## src/design/ifp_pkg.sv

```systemverilog
`timescale 1ns / 1ps
// ----------------------------------------------------------------------------
// ifp_pkg
// Shared types and constants for the IPv4 fragment planner.
// ----------------------------------------------------------------------------
package ifp_pkg;

    localparam int MtuW       = 14;
    localparam int AluW       = 18;
    localparam int HdrW       = 5;

    localparam logic [MtuW-1:0] MTU_RESET = 14'd1500;
    localparam logic [MtuW-1:0] MTU_MIN   = 14'd1100;
    localparam logic [MtuW-1:0] MTU_MAX   = 14'd9216;
    localparam logic [HdrW-1:0] HDR_BASE  = 5'd20;
    localparam logic [HdrW-1:0] HDR_RA    = 5'd24;

    localparam logic [1:0] ST_OK      = 2'd0;
    localparam logic [1:0] ST_TOO_BIG = 2'd1;
    localparam logic [1:0] ST_L4_FIT  = 2'd2;

    typedef enum logic [2:0] {
        S_IDLE,
        S_SUM,
        S_TOT,
        S_CAP,
        S_FIT,
        S_L4,
        S_ID,
        S_FRAG
    } state_t;

    typedef struct packed {
        logic [AluW-1:0] a;
        logic [AluW-1:0] b;
        logic            sub;
    } alu_req_t;

    typedef struct packed {
        logic [AluW-1:0] res;
        logic            borrow;
    } alu_rsp_t;

    typedef struct packed {
        logic [15:0] l4_header_len;
        logic [15:0] payload_len;
        logic        has_fixed_id;
        logic [15:0] fixed_id;
        logic        router_alert;
    } req_t;

    typedef struct packed {
        logic [1:0]  status;
        logic [13:0] data_len;
        logic [12:0] offset_units;
        logic        more_fragments;
        logic [13:0] total_length;
        logic [15:0] identification;
        logic        last;
    } frag_t;

endpackage

```

## src/design/ipv4_fragment_planner.sv

```systemverilog
`timescale 1ns / 1ps
// ----------------------------------------------------------------------------
// ipv4_fragment_planner
// Splits one IPv4 datagram request into per-fragment results.
//
//  Group  Dir  Contents
//  s_     in   request: tdata only
//  m_     out  fragment result: tdata, tuser (status), tlast
//  cfg_   in   MTU register write
//
// After a request transfer, SUM, TOT, CAP, FIT, L4 and ID run, then one fragment
// result per cycle on the shared unit while m_tready is high; up to 62 fragments.
// Oversize requests end in TOT, unfragmented ones in FIT, L4 failures in L4.
// Reset (aresetn low, synchronous): MTU 1500, automatic ID 1, output empty.
// m_tready low holds the fragment loop; s_tready is high only when idle.
// ----------------------------------------------------------------------------
module ipv4_fragment_planner #(
    parameter logic [ifp_pkg::MtuW-1:0] MTU_RESET_VAL = ifp_pkg::MTU_RESET
) (
    input  logic        aclk,
    input  logic        aresetn,
    input  logic        s_tvalid,
    output logic        s_tready,
    // [15:0] l4_header_len, [31:16] payload_len, [32] has_fixed_id,
    // [48:33] fixed_id, [49] router_alert, [55:50] zero
    input  logic [55:0] s_tdata,
    output logic        m_tvalid,
    input  logic        m_tready,
    // [13:0] data_len, [26:14] offset_units, [27] more_fragments,
    // [41:28] total_length, [57:42] identification, [63:58] zero
    output logic [63:0] m_tdata,
    // [1:0] status
    output logic [1:0]  m_tuser,
    output logic        m_tlast,
    input  logic        cfg_valid,
    output logic        cfg_ready,
    input  logic [13:0] cfg_data
);
    import ifp_pkg::*;

    logic [MtuW-1:0] mtu_reg;
    logic [MtuW-1:0] mtu_sat;
    req_t            req;
    frag_t           res;

    always_ff @(posedge aclk) begin
        if (!aresetn) begin
            mtu_reg <= MTU_RESET_VAL;
        end else if (cfg_valid) begin
            mtu_reg <= cfg_data;
        end
    end

    assign cfg_ready = 1'b1;

    always_comb begin
        if (mtu_reg < MTU_MIN) begin
            mtu_sat = MTU_MIN;
        end else if (mtu_reg > MTU_MAX) begin
            mtu_sat = MTU_MAX;
        end else begin
            mtu_sat = mtu_reg;
        end
    end

    assign req.l4_header_len = s_tdata[15:0];
    assign req.payload_len   = s_tdata[31:16];
    assign req.has_fixed_id  = s_tdata[32];
    assign req.fixed_id      = s_tdata[48:33];
    assign req.router_alert  = s_tdata[49];

    ifp_seq u_seq (
        .aclk     (aclk),
        .aresetn  (aresetn),
        .mtu_sat  (mtu_sat),
        .req_valid(s_tvalid),
        .req_ready(s_tready),
        .req      (req),
        .res_valid(m_tvalid),
        .res_ready(m_tready),
        .res      (res)
    );

    assign m_tdata = {6'd0, res.identification, res.total_length, res.more_fragments,
                      res.offset_units, res.data_len};
    assign m_tuser = res.status;
    assign m_tlast = res.last;

endmodule

```

## src/design/ifp_alu.sv

```systemverilog
`timescale 1ns / 1ps
// ----------------------------------------------------------------------------
// ifp_alu
// Shared add/subtract unit; reports borrow on subtract.
// ----------------------------------------------------------------------------
module ifp_alu (
    input  ifp_pkg::alu_req_t req,
    output ifp_pkg::alu_rsp_t rsp
);
    import ifp_pkg::*;

    logic [AluW:0] sum;

    always_comb begin
        sum = {1'b0, req.a} + {1'b0, (req.sub ? ~req.b : req.b)} + {{AluW{1'b0}}, req.sub};
        rsp.res    = sum[AluW-1:0];
        rsp.borrow = req.sub & ~sum[AluW];
    end

endmodule

```

## src/design/ifp_seq.sv

```systemverilog
`timescale 1ns / 1ps
// ----------------------------------------------------------------------------
// ifp_seq
// Request sequencer: checks, fragment loop on the shared unit, result register.
// ----------------------------------------------------------------------------
module ifp_seq (
    input  logic                       aclk,
    input  logic                       aresetn,
    input  logic [ifp_pkg::MtuW-1:0]   mtu_sat,
    input  logic                       req_valid,
    output logic                       req_ready,
    input  ifp_pkg::req_t              req,
    output logic                       res_valid,
    input  logic                       res_ready,
    output ifp_pkg::frag_t             res
);
    import ifp_pkg::*;

    state_t          state_reg, state_next;
    logic [15:0]     l4_reg, l4_next;
    logic [15:0]     pl_reg, pl_next;
    logic            hasid_reg, hasid_next;
    logic [15:0]     fid_reg, fid_next;
    logic [HdrW-1:0] hdr_reg, hdr_next;
    logic [MtuW-1:0] mtu_reg, mtu_next;
    logic [16:0]     data_reg, data_next;
    logic [MtuW-1:0] cap_reg, cap_next;
    logic [16:0]     rem_reg, rem_next;
    logic [12:0]     off_reg, off_next;
    logic [15:0]     id_reg, id_next;
    logic [15:0]     nid_reg, nid_next;
    logic            ov_reg, ov_next;
    frag_t           out_reg, out_next;

    alu_req_t        alu_req;
    alu_rsp_t        alu_rsp;
    logic            load_ok;
    logic [MtuW-1:0] step;
    logic            more;

    ifp_alu u_alu (
        .req(alu_req),
        .rsp(alu_rsp)
    );

    assign load_ok   = ~ov_reg | res_ready;
    assign step      = {cap_reg[MtuW-1:3], 3'b000};
    assign req_ready = (state_reg == S_IDLE);
    assign res_valid = ov_reg;
    assign res       = out_reg;

    always_ff @(posedge aclk) begin
        if (!aresetn) begin
            state_reg <= S_IDLE;
            ov_reg    <= 1'b0;
            nid_reg   <= 16'd1;
        end else begin
            state_reg <= state_next;
            ov_reg    <= ov_next;
            nid_reg   <= nid_next;
        end
        l4_reg    <= l4_next;
        pl_reg    <= pl_next;
        hasid_reg <= hasid_next;
        fid_reg   <= fid_next;
        hdr_reg   <= hdr_next;
        mtu_reg   <= mtu_next;
        data_reg  <= data_next;
        cap_reg   <= cap_next;
        rem_reg   <= rem_next;
        off_reg   <= off_next;
        id_reg    <= id_next;
        out_reg   <= out_next;
    end

    always_comb begin
        state_next = state_reg;
        l4_next    = l4_reg;
        pl_next    = pl_reg;
        hasid_next = hasid_reg;
        fid_next   = fid_reg;
        hdr_next   = hdr_reg;
        mtu_next   = mtu_reg;
        data_next  = data_reg;
        cap_next   = cap_reg;
        rem_next   = rem_reg;
        off_next   = off_reg;
        id_next    = id_reg;
        nid_next   = nid_reg;
        ov_next    = ov_reg & ~res_ready;
        out_next   = out_reg;
        alu_req    = '0;
        more       = 1'b0;

        unique case (state_reg)
            S_IDLE: begin
                if (req_valid) begin
                    l4_next    = req.l4_header_len;
                    pl_next    = req.payload_len;
                    hasid_next = req.has_fixed_id;
                    fid_next   = req.fixed_id;
                    hdr_next   = req.router_alert ? HDR_RA : HDR_BASE;
                    mtu_next   = mtu_sat;
                    state_next = S_SUM;
                end
            end
            S_SUM: begin
                alu_req.a  = {2'b00, l4_reg};
                alu_req.b  = {2'b00, pl_reg};
                data_next  = alu_rsp.res[16:0];
                state_next = S_TOT;
            end
            S_TOT: begin
                alu_req.a = {1'b0, data_reg};
                alu_req.b = {{(AluW-HdrW){1'b0}}, hdr_reg};
                if (|alu_rsp.res[AluW-1:16]) begin
                    if (load_ok) begin
                        ov_next         = 1'b1;
                        out_next        = '0;
                        out_next.status = ST_TOO_BIG;
                        out_next.last   = 1'b1;
                        state_next      = S_IDLE;
                    end
                end else begin
                    state_next = S_CAP;
                end
            end
            S_CAP: begin
                alu_req.a  = {{(AluW-MtuW){1'b0}}, mtu_reg};
                alu_req.b  = {{(AluW-HdrW){1'b0}}, hdr_reg};
                alu_req.sub = 1'b1;
                cap_next   = alu_rsp.res[MtuW-1:0];
                state_next = S_FIT;
            end
            S_FIT: begin
                alu_req.a   = {{(AluW-MtuW){1'b0}}, cap_reg};
                alu_req.b   = {1'b0, data_reg};
                alu_req.sub = 1'b1;
                if (alu_rsp.borrow) begin
                    state_next = S_L4;
                end else if (load_ok) begin
                    ov_next                 = 1'b1;
                    out_next.status         = ST_OK;
                    out_next.data_len       = data_reg[13:0];
                    out_next.offset_units   = '0;
                    out_next.more_fragments = 1'b0;
                    out_next.total_length   = data_reg[13:0] + {9'd0, hdr_reg};
                    out_next.identification = fid_reg;
                    out_next.last           = 1'b1;
                    state_next              = S_IDLE;
                end
            end
            S_L4: begin
                alu_req.a   = {{(AluW-MtuW){1'b0}}, step};
                alu_req.b   = {2'b00, l4_reg};
                alu_req.sub = 1'b1;
                if (alu_rsp.borrow) begin
                    if (load_ok) begin
                        ov_next         = 1'b1;
                        out_next        = '0;
                        out_next.status = ST_L4_FIT;
                        out_next.last   = 1'b1;
                        state_next      = S_IDLE;
                    end
                end else begin
                    rem_next   = data_reg;
                    off_next   = '0;
                    state_next = S_ID;
                end
            end
            S_ID: begin
                alu_req.a = {2'b00, nid_reg};
                alu_req.b = {{(AluW-1){1'b0}}, 1'b1};
                if (hasid_reg) begin
                    id_next = fid_reg;
                end else begin
                    id_next  = nid_reg;
                    nid_next = alu_rsp.res[15:0];
                end
                state_next = S_FRAG;
            end
            S_FRAG: begin
                alu_req.a   = {1'b0, rem_reg};
                alu_req.b   = {{(AluW-MtuW){1'b0}}, step};
                alu_req.sub = 1'b1;
                more        = ~alu_rsp.borrow & (|alu_rsp.res);
                if (load_ok) begin
                    ov_next                 = 1'b1;
                    out_next.status         = ST_OK;
                    out_next.data_len       = more ? step : rem_reg[13:0];
                    out_next.offset_units   = off_reg;
                    out_next.more_fragments = more;
                    out_next.total_length   = (more ? step : rem_reg[13:0]) + {9'd0, hdr_reg};
                    out_next.identification = id_reg;
                    out_next.last           = ~more;
                    rem_next                = alu_rsp.res[16:0];
                    off_next                = off_reg + {2'b00, step[MtuW-1:3]};
                    if (!more) begin
                        state_next = S_IDLE;
                    end
                end
            end
            default: begin
                state_next = S_IDLE;
            end
        endcase
    end

endmodule
```

## config.mk

```make
export PLATFORM = sky130hd
export DESIGN_NAME = ipv4_fragment_planner
export DESIGN_NICKNAME = d
export VERILOG_FILES = /design/src/design/ifp_pkg.sv /design/src/design/ipv4_fragment_planner.sv /design/src/design/ifp_alu.sv /design/src/design/ifp_seq.sv
export SDC_FILE = /design/constraint.sdc
export NUM_CORES = 1
export LEC_CHECK = 0
export BUFFER_PORTS_ARGS = -buffer_cell sky130_fd_sc_hd__buf_2
export CORE_ASPECT_RATIO = 2
export CORE_UTILIZATION = 53
export DETAILED_ROUTE_END_ITERATION = 10
export GPL_TIMING_DRIVEN = 0
export PLACE_DENSITY = 0.74
export SYNTH_ARGS = -nofsm -noshare
export SYNTH_HDL_FRONTEND = slang
export SYNTH_SLANG_ARGS = --single-unit
```

## constraint.sdc

```tcl
create_clock -name aclk -period 9.8 [get_ports aclk]
set_clock_uncertainty 0.15 [all_clocks]
set_input_delay 0.98 -clock aclk [delete_from_list [all_inputs] [get_ports aclk]]
set_output_delay 0.98 -clock aclk [all_outputs]
set_load 0.02 [all_outputs]
```

## Word level (Yosys, flattened, before mapping)

Index checks and enable logic that the tools add are counted.
Widths: inputs -> output; s select.

- $add $sub $neg: 5
- Order comparisons: 2
- Eq/ne operators: 17
- Multiplexer cells: 34
- Bitwise gates (word level): 11
- Reduce and logical (&&, ||, !) cells: 12

Operators with widths:

| operator | count |
|---|---|
| $mux 61 | 7 |
| $pmux 35 s7 | 1 |
| $pmux 61 s4 | 1 |
| $mux 17 | 2 |
| $pmux 17 s2 | 1 |
| $add 14x5->14 | 2 |
| $mux 14 | 2 |
| $mux 13 | 2 |
| $pmux 13 s2 | 1 |
| $pmux 3 s8 | 1 |
| $mux 3 | 7 |
| $add 18x18->19 | 1 |
| $add 19x1->19 | 1 |
| $mux 18 | 1 |
| $not 18->18 | 1 |
| $reduce_or 18->1 | 1 |
| $mux 16 | 1 |
| $gt 14x14->1 const B | 1 |
| $lt 14x11->1 const B | 1 |
| $add 13x11->13 | 1 |
| $eq 3x3->1 const B | 4 |
| $ne 2x1->1 const B | 6 |
| $ne 2x2->1 const B | 4 |
| $reduce_and 8->1 | 1 |
| 15 further kinds | 30 |

- Flip-flop bits (word level): 240
- Input bits: 75
- Output and inout bits: 70
- Logic and storage cells: 104

## Longest topological paths before layout

Gate-level depths: netlist (run 1).

- Depth in word-level cells: 14
- Gate-level depth with buffers: 27
- Gate-level depth less buffers: 23

## Modules after synthesis

A second synthesis (run 1) with hierarchy kept.

- Cell total of the unflattened synthesis: 1,052
- Area total of the unflattened synthesis: 12,181.7 um^2

Modules (own cells, without submodules):

| module | instances | cells each | area an instance (um^2) |
|---|---|---|---|
| ifp_seq | 1 | 820 | 10,277.4 |
| ifp_alu | 1 | 145 | 1,118.6 |
| ipv4_fragment_planner | 1 | 87 | 785.8 |

## Worst setup path after synthesis (run 1)

No wires, ideal clock.

- Path type: reg2reg
- Start point: register u_seq.state_reg[0]
- End point: register u_seq.out_reg (netlist bit u_seq.res[0]), enable pin
- Arrival: 6,562 ps
- Setup slack: 2,607 ps
- Cell stages (with the launch flop): 18
- Buffers on the path: 2
- Period minus slack after synthesis: 7,193 ps
- Cell sequence: dfxtp_1 -> buf_6 -> clkbuf_1 -> inv_1 -> nand2_1 -> nor2_1 -> a22o_1 -> a2111oi_0 -> fa_1 -> nor2b_4 -> o31ai_2 -> a21oi_2 -> a2bb2oi_2 -> a21oi_1 -> nor2_1 -> xnor2_1 -> a22oi_1 -> nor2_1

- Cells in the longest elaborated chain, start to end: 10
- Elaborated cells on any way between the ends: 26
- Those cells by class: add/sub: 2; eq/ne: 14; mux: 3; bitwise: 3; reduce/logical: 4

Ends and longest elaborated chain:

| what | RTL line | RTL |
|---|---|---|
| start: declaration | ifp_seq.sv:19 | `state_t state_reg, state_next;` |
| start signal: assignment | ifp_seq.sv:58 | `state_reg <= state_next;` |
| $eq 3x3->1 (tied with other cells) | ifp_seq.sv:95 | `unique case (state_reg)` |
| $pmux 35 s7 / $reduce_or 4->1 (equally long branches) | - |  |
| $not 18->18 / $mux 1 (equally long branches) | ifp_alu.sv:15, ifp_seq.sv:95 |  |
| $mux 18 | ifp_alu.sv:15 | `sum = {1'b0, req.a} + {1'b0, (req.sub ? ~req.b : req.b)} + {{AluW{1'b0}}, req.sub};` |
| $add 18x18->19 | ifp_alu.sv:15 |  |
| $add 19x1->19 | ifp_alu.sv:15 |  |
| $not 1->1 | ifp_alu.sv:17 | `rsp.borrow = req.sub & ~sum[AluW];` |
| $and 1x1->1 | ifp_alu.sv:17 |  |
| $ne 2x1->1 (no line) / $ne 2x2->1 (equally long branches) | - |  |
| $reduce_and 8->1 (no line) (*) | - |  |
| end signal: assignment | ifp_seq.sv:73 | `out_reg <= out_next;` |
| end: declaration | ifp_seq.sv:33 | `frag_t out_reg, out_next;` |

Mark *: on every way between the ends. The rest lies on a longest branch, timed or not.
A chain may end at the register's enable or synchronous reset.

==> results.json, run 1 <==
{
  "r2r-end": "u_seq.res[25]",
  "drtIter0Drc": 865,
  "numClockSinks": 237,
  "antenna_found_initial": 0,
  "rsz0062_at_grt": "no",
  "synth-main-ff-cell": "edfxtp_1",
  "design_area_um2": 14370,
  "drc": 0,
  "power_density_nw_per_um2": 198.5,
  "cts_hold_buf": 0,
  "hold_path.class": "flop to flop",
  "slew_violations": 0,
  "netlist_instances": 1136,
  "grt_max_degree": 45,
  "cp.arrival_ns": 9.29,
  "post_drt_via_cell_ratio": 6.218,
  "synth_edf_count": 203,
  "chipHeight_um": 218.6,
  "p_switching_uw": 903.2,
  "period_share_pct": 93.61,
  "postPlaceCellArea_um2": 13570,
  "grt.overflow.total": 0,
  "yosys_warnings": 0,
  "htreeDepth": 1,
  "ff2ff_path_depth": 27,
  "track_usage_pct": 33.70,
  "peakVddDrop_mv": 0.1876,
  "area_growth_pct": 15.56,
  "worstHoldEndpoint": "mtu_reg[8]",
  "hold_viol": 0,
  "ioPinCount": 145,
  "rows": 79,
  "pwr-share-seq_pct": 43.4,
  "synth_area_per_cell_um2": 10.95,
  "clkPwrFrac_pct": 32.8,
  "fin_nets": 1406,
  "setup-tns-final_ns": 0,
  "clockBufferDepth": 3,
  "start_kind": "flop",
  "wl_um": 38970,
  "slew_headroom_pct": 8.828,
  "rr_startpoint": "u_seq.state_reg[0]",
  "syn_area_um2": 12430,
  "ant_nets": 0,
  "cts_buffers": 22,
  "holdCritStartpoint": "mtu_reg[8]",
  "grt_pass1_vias": 10000,
  "timing.fmax_ghz": 0.1090,
  "required_ns": 9.91,
  "setup_viol": 0,
  "clkTransAtPathRegs_ns": 0.08,
  "firstDrtPassIters": 6,
  "grt_pass1_wl_um": 57790,
  "period_minus_slack_ns": 9.174,
  "postCtsSetupRepairBufs": 0,
  "dp_hpwl_um": 30250,
  "cts_tree": "built",
  "yosysSeqAreaShare_pct": 54.50,
  "p_comb_share_pct": 23.8,
  "largest_reg_flops": 61,
  "endpoint_kind": "flop",
  "chipWidth_um": 110.3,
  "ys_ff_latch": 237,
  "drive_gt1_share_pct": 19.47,
  "cts-root-buf": "clkbuf_16",
  "synth_cell_types": 92,
  "port_buffers": 129,
  "worstMarginPinSlew_ns": 1.350,
  "hold_depth": 2,
  "design.core.area_um2": 23130,
  "start_util_pct": 53.76,
  "cts_resized": 0,
  "gp_congestion": 1.020,
  "nFillCells": 1926,
  "clkLatencyLatePin_ns": 0.56,
  "fp.dieArea_um2": 24110,
  "wl_per_cell_um": 24.39,
  "p_sw_share_pct": 31.66,
  "power.leakage_nw": 5.467,
  "path_max_fanout": 10,
  "drv_cap": 0,
  "worstSetupPathType": "flop to flop",
  "vias": 9936,
  "internal_power_mw": 1.949,
  "r2r_setup_slack_ns": 0.63,
  "status": "completed",
  "n_antenna_cell": 0,
  "synthArstFlopShare_pct": 0
}
==> layout make-up <==
type | instances | area (µm²) | share of cell area, %
clock inverters | 11 | 167.7 | 1.167
well taps | 283 | 354.1 | 2.464
plain buffers | 73 | 342.8 | 2.386
repair buffers | 134 | 735.7 | 5.120
inverters | 48 | 180.2 | 1.254
clock buffers | 29 | 628.1 | 4.371
flip-flops and latches | 237 | 6777 | 47.16
multi-input cells | 783 | 5184 | 36.08
==> per-layer routing <==
layer | vias up | GRT usage (%) | wire length (µm)
met5 | - | 0 | 0
met2 | 519 | 60.25 | 20570
met1 | 4725 | 33.05 | 12610
li1 | 4530 | - | -
met3 | 162 | 5.219 | 2298
met4 | 0 | 27.41 | 3485
==> placed cells by master, fill, tap and decap left out, drive strengths merged, types with 7 or more instances in the layout <==
| master | instances |
|---|---|
| nor2b | 13 |
| mux2i | 41 |
| and2 | 28 |
| a21boi | 17 |
| clkbuf | 73 |
| a221oi | 8 |
| nand2 | 144 |
| ha | 29 |
| nor2 | 85 |
| or2 | 8 |
| a22o | 27 |
| a21o | 10 |
| o21ai | 89 |
| inv | 49 |
| a211oi | 8 |
| conb | 7 |
| o22ai | 18 |
| nor3 | 20 |
| nand2b | 8 |
| o211ai | 12 |
| mux2 | 21 |
| dfxtp | 34 |
| xnor2 | 12 |
| a21oi | 49 |
| nand3 | 19 |
| edfxtp | 203 |
| nand4 | 11 |
| buf | 163 |
==> synth_stat cells, types with 5 or more instances <==
master | count | share of area [%]
nor2b_1 | 12 | 0.60
a22oi_1 | 6 | 0.36
o21ai_0 | 88 | 3.5
mux2i_1 | 39 | 3.1
nand4_1 | 10 | 0.50
buf_2 | 9 | 0.36
nand2_1 | 144 | 4.3
o21a_1 | 5 | 0.30
xnor2_1 | 12 | 0.85
a222oi_1 | 5 | 0.40
o22ai_1 | 17 | 0.86
a211oi_1 | 7 | 0.42
buf_4 | 7 | 0.42
nand3_1 | 18 | 0.72
a22o_1 | 27 | 1.9
xor2_1 | 6 | 0.42
clkbuf_1 | 43 | 1.3
a21boi_0 | 17 | 1.0
nand2b_1 | 7 | 0.35
o211ai_1 | 11 | 0.66
nor3_1 | 18 | 0.72
edfxtp_1 | 203 | 49
a221oi_1 | 8 | 0.56
nor2_1 | 85 | 2.6
ha_1 | 29 | 2.9
a21o_1 | 10 | 0.60
buf_1 | 9 | 0.27
a21oi_1 | 47 | 1.9
dfxtp_1 | 34 | 5.5
mux2_2 | 20 | 1.8
inv_1 | 48 | 1.4
or2_2 | 7 | 0.35
and2_1 | 28 | 1.4
==> kinds of logic (layout without fill, tap and decap cells) <==
logic type / after synthesis / count (layout) / share of synthesized area [%]
AOI/OAI and AO/OA: 304 / 304 / 17.28
xor gates and xnor gates: 18 / 18 / 1.268
adders and majority gates: 32 / 32 / 3.401
buffers and inverters: 121 / 295 / 4.206
DFF: 237 / 237 / 54.50
muxes: 62 / 62 / 5.293
other: 2 / 7 / 0.06040
and+or+nand+nor: 360 / 360 / 14.00
==> worst max-delay path, cell delays in order, from the launching register on <==
cell and delay (ns):
dfxtp_1 0.40, buf_6 0.17, nand2_1 0.15, nor2_1 0.49, clkbuf_1 0.58, clkbuf_1 0.66
nand2_1 0.21, nand2_1 0.10, a221oi_1 0.07, o21ai_0 0.16, ha_1 0.25, buf_2 0.16
nor2b_4 0.14, o31ai_2 0.67, a211oi_1 0.17, a211oi_1 1.02, o221a_1 0.37, and4_4 0.23
buf_6 0.13, a31oi_4 0.24, clkbuf_1 0.43, o21ai_0 0.33, ha_1 0.26, inv_1 0.07
fa_1 0.54, a2111oi_2 0.39, xnor2_1 0.26, nor2_1 0.08
==> power by group through the flow <==
stage	combinational (mW)	sequential, mW	clock [mW]
final	0.678	1.24	0.937
after global routing	0.725	1.24	0.973
after CTS	0.658	1.24	0.934
after detailed placement	0.655	1.26	0
after global placement	0.634	1.26	0
after floorplan	0.423	1.25	0
==> worst max path at each step <==
stage,from,to,cells past startpoint
final,u_seq.state_reg[0],u_seq.res[25],27
after global routing,u_seq.state_reg[0],u_seq.res[25],27
after CTS,u_seq.state_reg[0],u_seq.res[25],27
after detailed placement,u_seq.state_reg[0],u_seq.res[25],27
after global placement,u_seq.state_reg[1],u_seq.res[30],17
after floorplan,u_seq.state_reg[0],u_seq.res[0],17
==> stage by stage <==
step,util (%),setup slack (ns),hold slack (ns),instances,power (mW)
2_1_floorplan,-,2.607,0.3034,1141,1.675
6_report,62.12,0.6262,0.3555,1598,2.852
3_5_place_dp,58.67,1.003,0.3403,1558,1.912
5_1_grt,62.12,0.4167,0.3758,1598,2.940
3_3_place_gp,58.16,0.02451,0.3220,1553,1.895
4_1_cts,62.11,0.9625,0.3578,1598,2.828
No activity file was read; power rests on OpenSTA's default activity.
==> run 2: changes to the inputs <==
--- a/config.mk
+++ b/config.mk
@@ -9,7 +9,6 @@
 export CORE_ASPECT_RATIO = 2
 export CORE_UTILIZATION = 53
 export DETAILED_ROUTE_END_ITERATION = 10
-export GPL_TIMING_DRIVEN = 0
 export PLACE_DENSITY = 0.74
 export SYNTH_ARGS = -nofsm -noshare
 export SYNTH_HDL_FRONTEND = slang
==> run 2 against run 1 <==
Effect of this change:
- non-clock buffer count decreased by 61
- die area did not move
- total power down 7.2%
- global-route usage down 5.1 points
- worst hold slack lost 0.010 ns
- largest cell class unchanged
- highest routed layer unchanged
==> results.json, run 2 (same netlist as run 1, synthesis figures left out) <==
{
  "start_kind": "flop",
  "firstDrtPassIters": 6,
  "nFillCells": 1979,
  "grt_pass1_vias": 9301,
  "cts_buffers": 21,
  "post_drt_via_cell_ratio": 6.100,
  "power_density_nw_per_um2": 190.0,
  "drc": 0,
  "cts_hold_buf": 0,
  "hold_path.class": "flop to flop",
  "setup-tns-final_ns": 0,
  "fin_nets": 1344,
  "critPathSlowestCell": "nor2_2",
  "area_growth_pct": 12.04,
  "setup_viol": 0,
  "status": "completed",
  "peakVddDrop_mv": 0.1878,
  "worstMarginPinSlew_ns": 1.157,
  "largest_reg_flops": 61,
  "final_common_cell": "edfxtp_1",
  "htreeDepth": 1,
  "crit_family": "compound AO/OA/AOI/OAI gates",
  "numClockSinks": 237,
  "grt_max_degree": 62,
  "drive_gt1_share_pct": 19.81,
  "chipWidth_um": 110.3,
  "dp_hpwl_um": 24720,
  "cts_tree": "built",
  "fin_cells": 1535,
  "design.core.area_um2": 23130,
  "fp.dieArea_um2": 24110,
  "cp.arrival_ns": 8.00,
  "path_buf_inv": 1,
  "grt_pass1_wl_um": 50770,
  "rsz0062_at_grt": "no",
  "track_usage_pct": 28.56,
  "path_common_cell": "nand2_1",
  "wl_per_cell_um": 21.54,
  "power.leakage_nw": 5.296,
  "port_buffers": 131,
  "cts_resized": 0,
  "gp_congestion": 0.9466,
  "cts-root-buf": "clkbuf_16",
  "busiest_layer": "met2",
  "n_antenna_cell": 0,
  "period_share_pct": 80.46,
  "endpoint_kind": "flop",
  "ioPinCount": 145,
  "grt.overflow.total": 0,
  "drv_cap": 0,
  "clockBufferDepth": 3,
  "rows": 79,
  "clkTransAtPathRegs_ns": 0.07,
  "clkLatencyLatePin_ns": 0.52,
  "use_met2_pct": 50.33,
  "met1_usage_pct": 29.82,
  "wl_um": 33070,
  "period_minus_slack_ns": 7.885,
  "slew_headroom_pct": 22.44,
  "crit_chain": "buf_4 -> nand2_1 -> nor2_2 -> nand2_1 -> nand2_1 -> a221oi_1 -> o21ai_0 -> ha_1 -> nor2b_4 -> o31ai_2 -> a211oi_1 -> a211oi_1 -> o221a_1 -> and4_4 -> a31oi_4 -> mux2i_1 -> o21ai_0 -> ha_1 -> a2111oi_4 -> nand2b_1 -> mux2_4",
  "vias": 9363,
  "final_cell_mix": "203 x edfxtp_1, 144 x nand2_1, 131 x buf_2, 88 x o21ai_0, 81 x nor2_1",
  "critPathMaxStageDelay_ns": 0.88,
  "drtIter0Drc": 854,
  "required_ns": 9.92,
  "chipHeight_um": 218.6,
  "met3_usage_pct": 3.460,
  "worstSetupPathType": "flop to flop",
  "dp_cells": 1497,
  "start_util_pct": 53.76,
  "hold_viol": 0,
  "timing.fmax_ghz": 0.1268,
  "slew_violations": 0,
  "postCtsSetupRepairBufs": 0,
  "ant_nets": 0,
  "path_max_fanout": 36,
  "antenna_found_initial": 0
}
[run 2: changes by cell type in the layout (fill, tap and decap cells not counted), sizes merged]
cell	previous run	this run
buf	163	146
bufinv	3	1
clkbuf	73	25
clkinv	5	11
clkinvlp	2	0
[run 2: per-layer routing]
metal / up-vias / wire length, µm
met1: 4423 / 11390
li1: 4398 / -
met2: 405 / 17000
met5: - / 0
met4: 0 / 2860
met3: 137 / 1812
[run 2: worst paths after layout]
kind | depth (start not counted) | end | start | slack (ns)
max | 21 | u_seq.res[28] | u_seq.state_reg[0] | 1.92
min | 2 | mtu_reg[8] | mtu_reg[8] | 0.35
max reg2reg | 21 | u_seq.res[28] | u_seq.state_reg[0] | 1.92
min reg2reg | 2 | mtu_reg[8] | mtu_reg[8] | 0.35
[run 2: report_power, final]
group / switching [mW] / total [mW] / internal (mW) / leakage, nW
combinational: 0.394 / 0.601 / 0.207 / 2.84
clock: 0.366 / 0.805 / 0.439 / 0.335
sequential: 0.0522 / 1.24 / 1.19 / 2.12
[run 2: area by class of cell]
cell class / count / area [µm²] / area share [%]
timing repair buffer: 146 / 768.2 / 5.514
sequential: 237 / 6779 / 48.66
clock inverter: 13 / 103.9 / 0.7454
multi-input combinational: 783 / 5186 / 37.22
tap: 283 / 354.1 / 2.542
clock buffer: 25 / 560.5 / 4.023
inverter: 48 / 180.2 / 1.293
[run 2: worst register-to-register path, cell delays in order, from the launching register on]
cell	delay, ns
dfxtp_1	0.62
buf_4	0.49
nand2_1	0.25
nor2_2	0.88
nand2_1	0.12
nand2_1	0.10
a221oi_1	0.05
o21ai_0	0.12
ha_1	0.34
nor2b_4	0.17
o31ai_2	0.58
a211oi_1	0.16
a211oi_1	0.66
o221a_1	0.33
and4_4	0.30
a31oi_4	0.31
mux2i_1	0.24
o21ai_0	0.30
ha_1	0.32
a2111oi_4	0.63
nand2b_1	0.21
mux2_4	0.30
[run 2: metrics by stage]
stage	power [mW]	utilization, %	hold WS [ns]	setup slack (ns)	cell area, µm²
2_1_floorplan	1.675	-	0.3034	2.607	12450
3_3_place_gp	1.837	57.36	0.3222	2.110	13270
3_5_place_dp	1.851	57.36	0.3305	1.980	13270
4_1_cts	2.649	60.23	0.3490	1.939	13930
5_1_grt	2.752	60.23	0.3664	1.600	13930
6_report	2.647	60.23	0.3454	1.915	13930
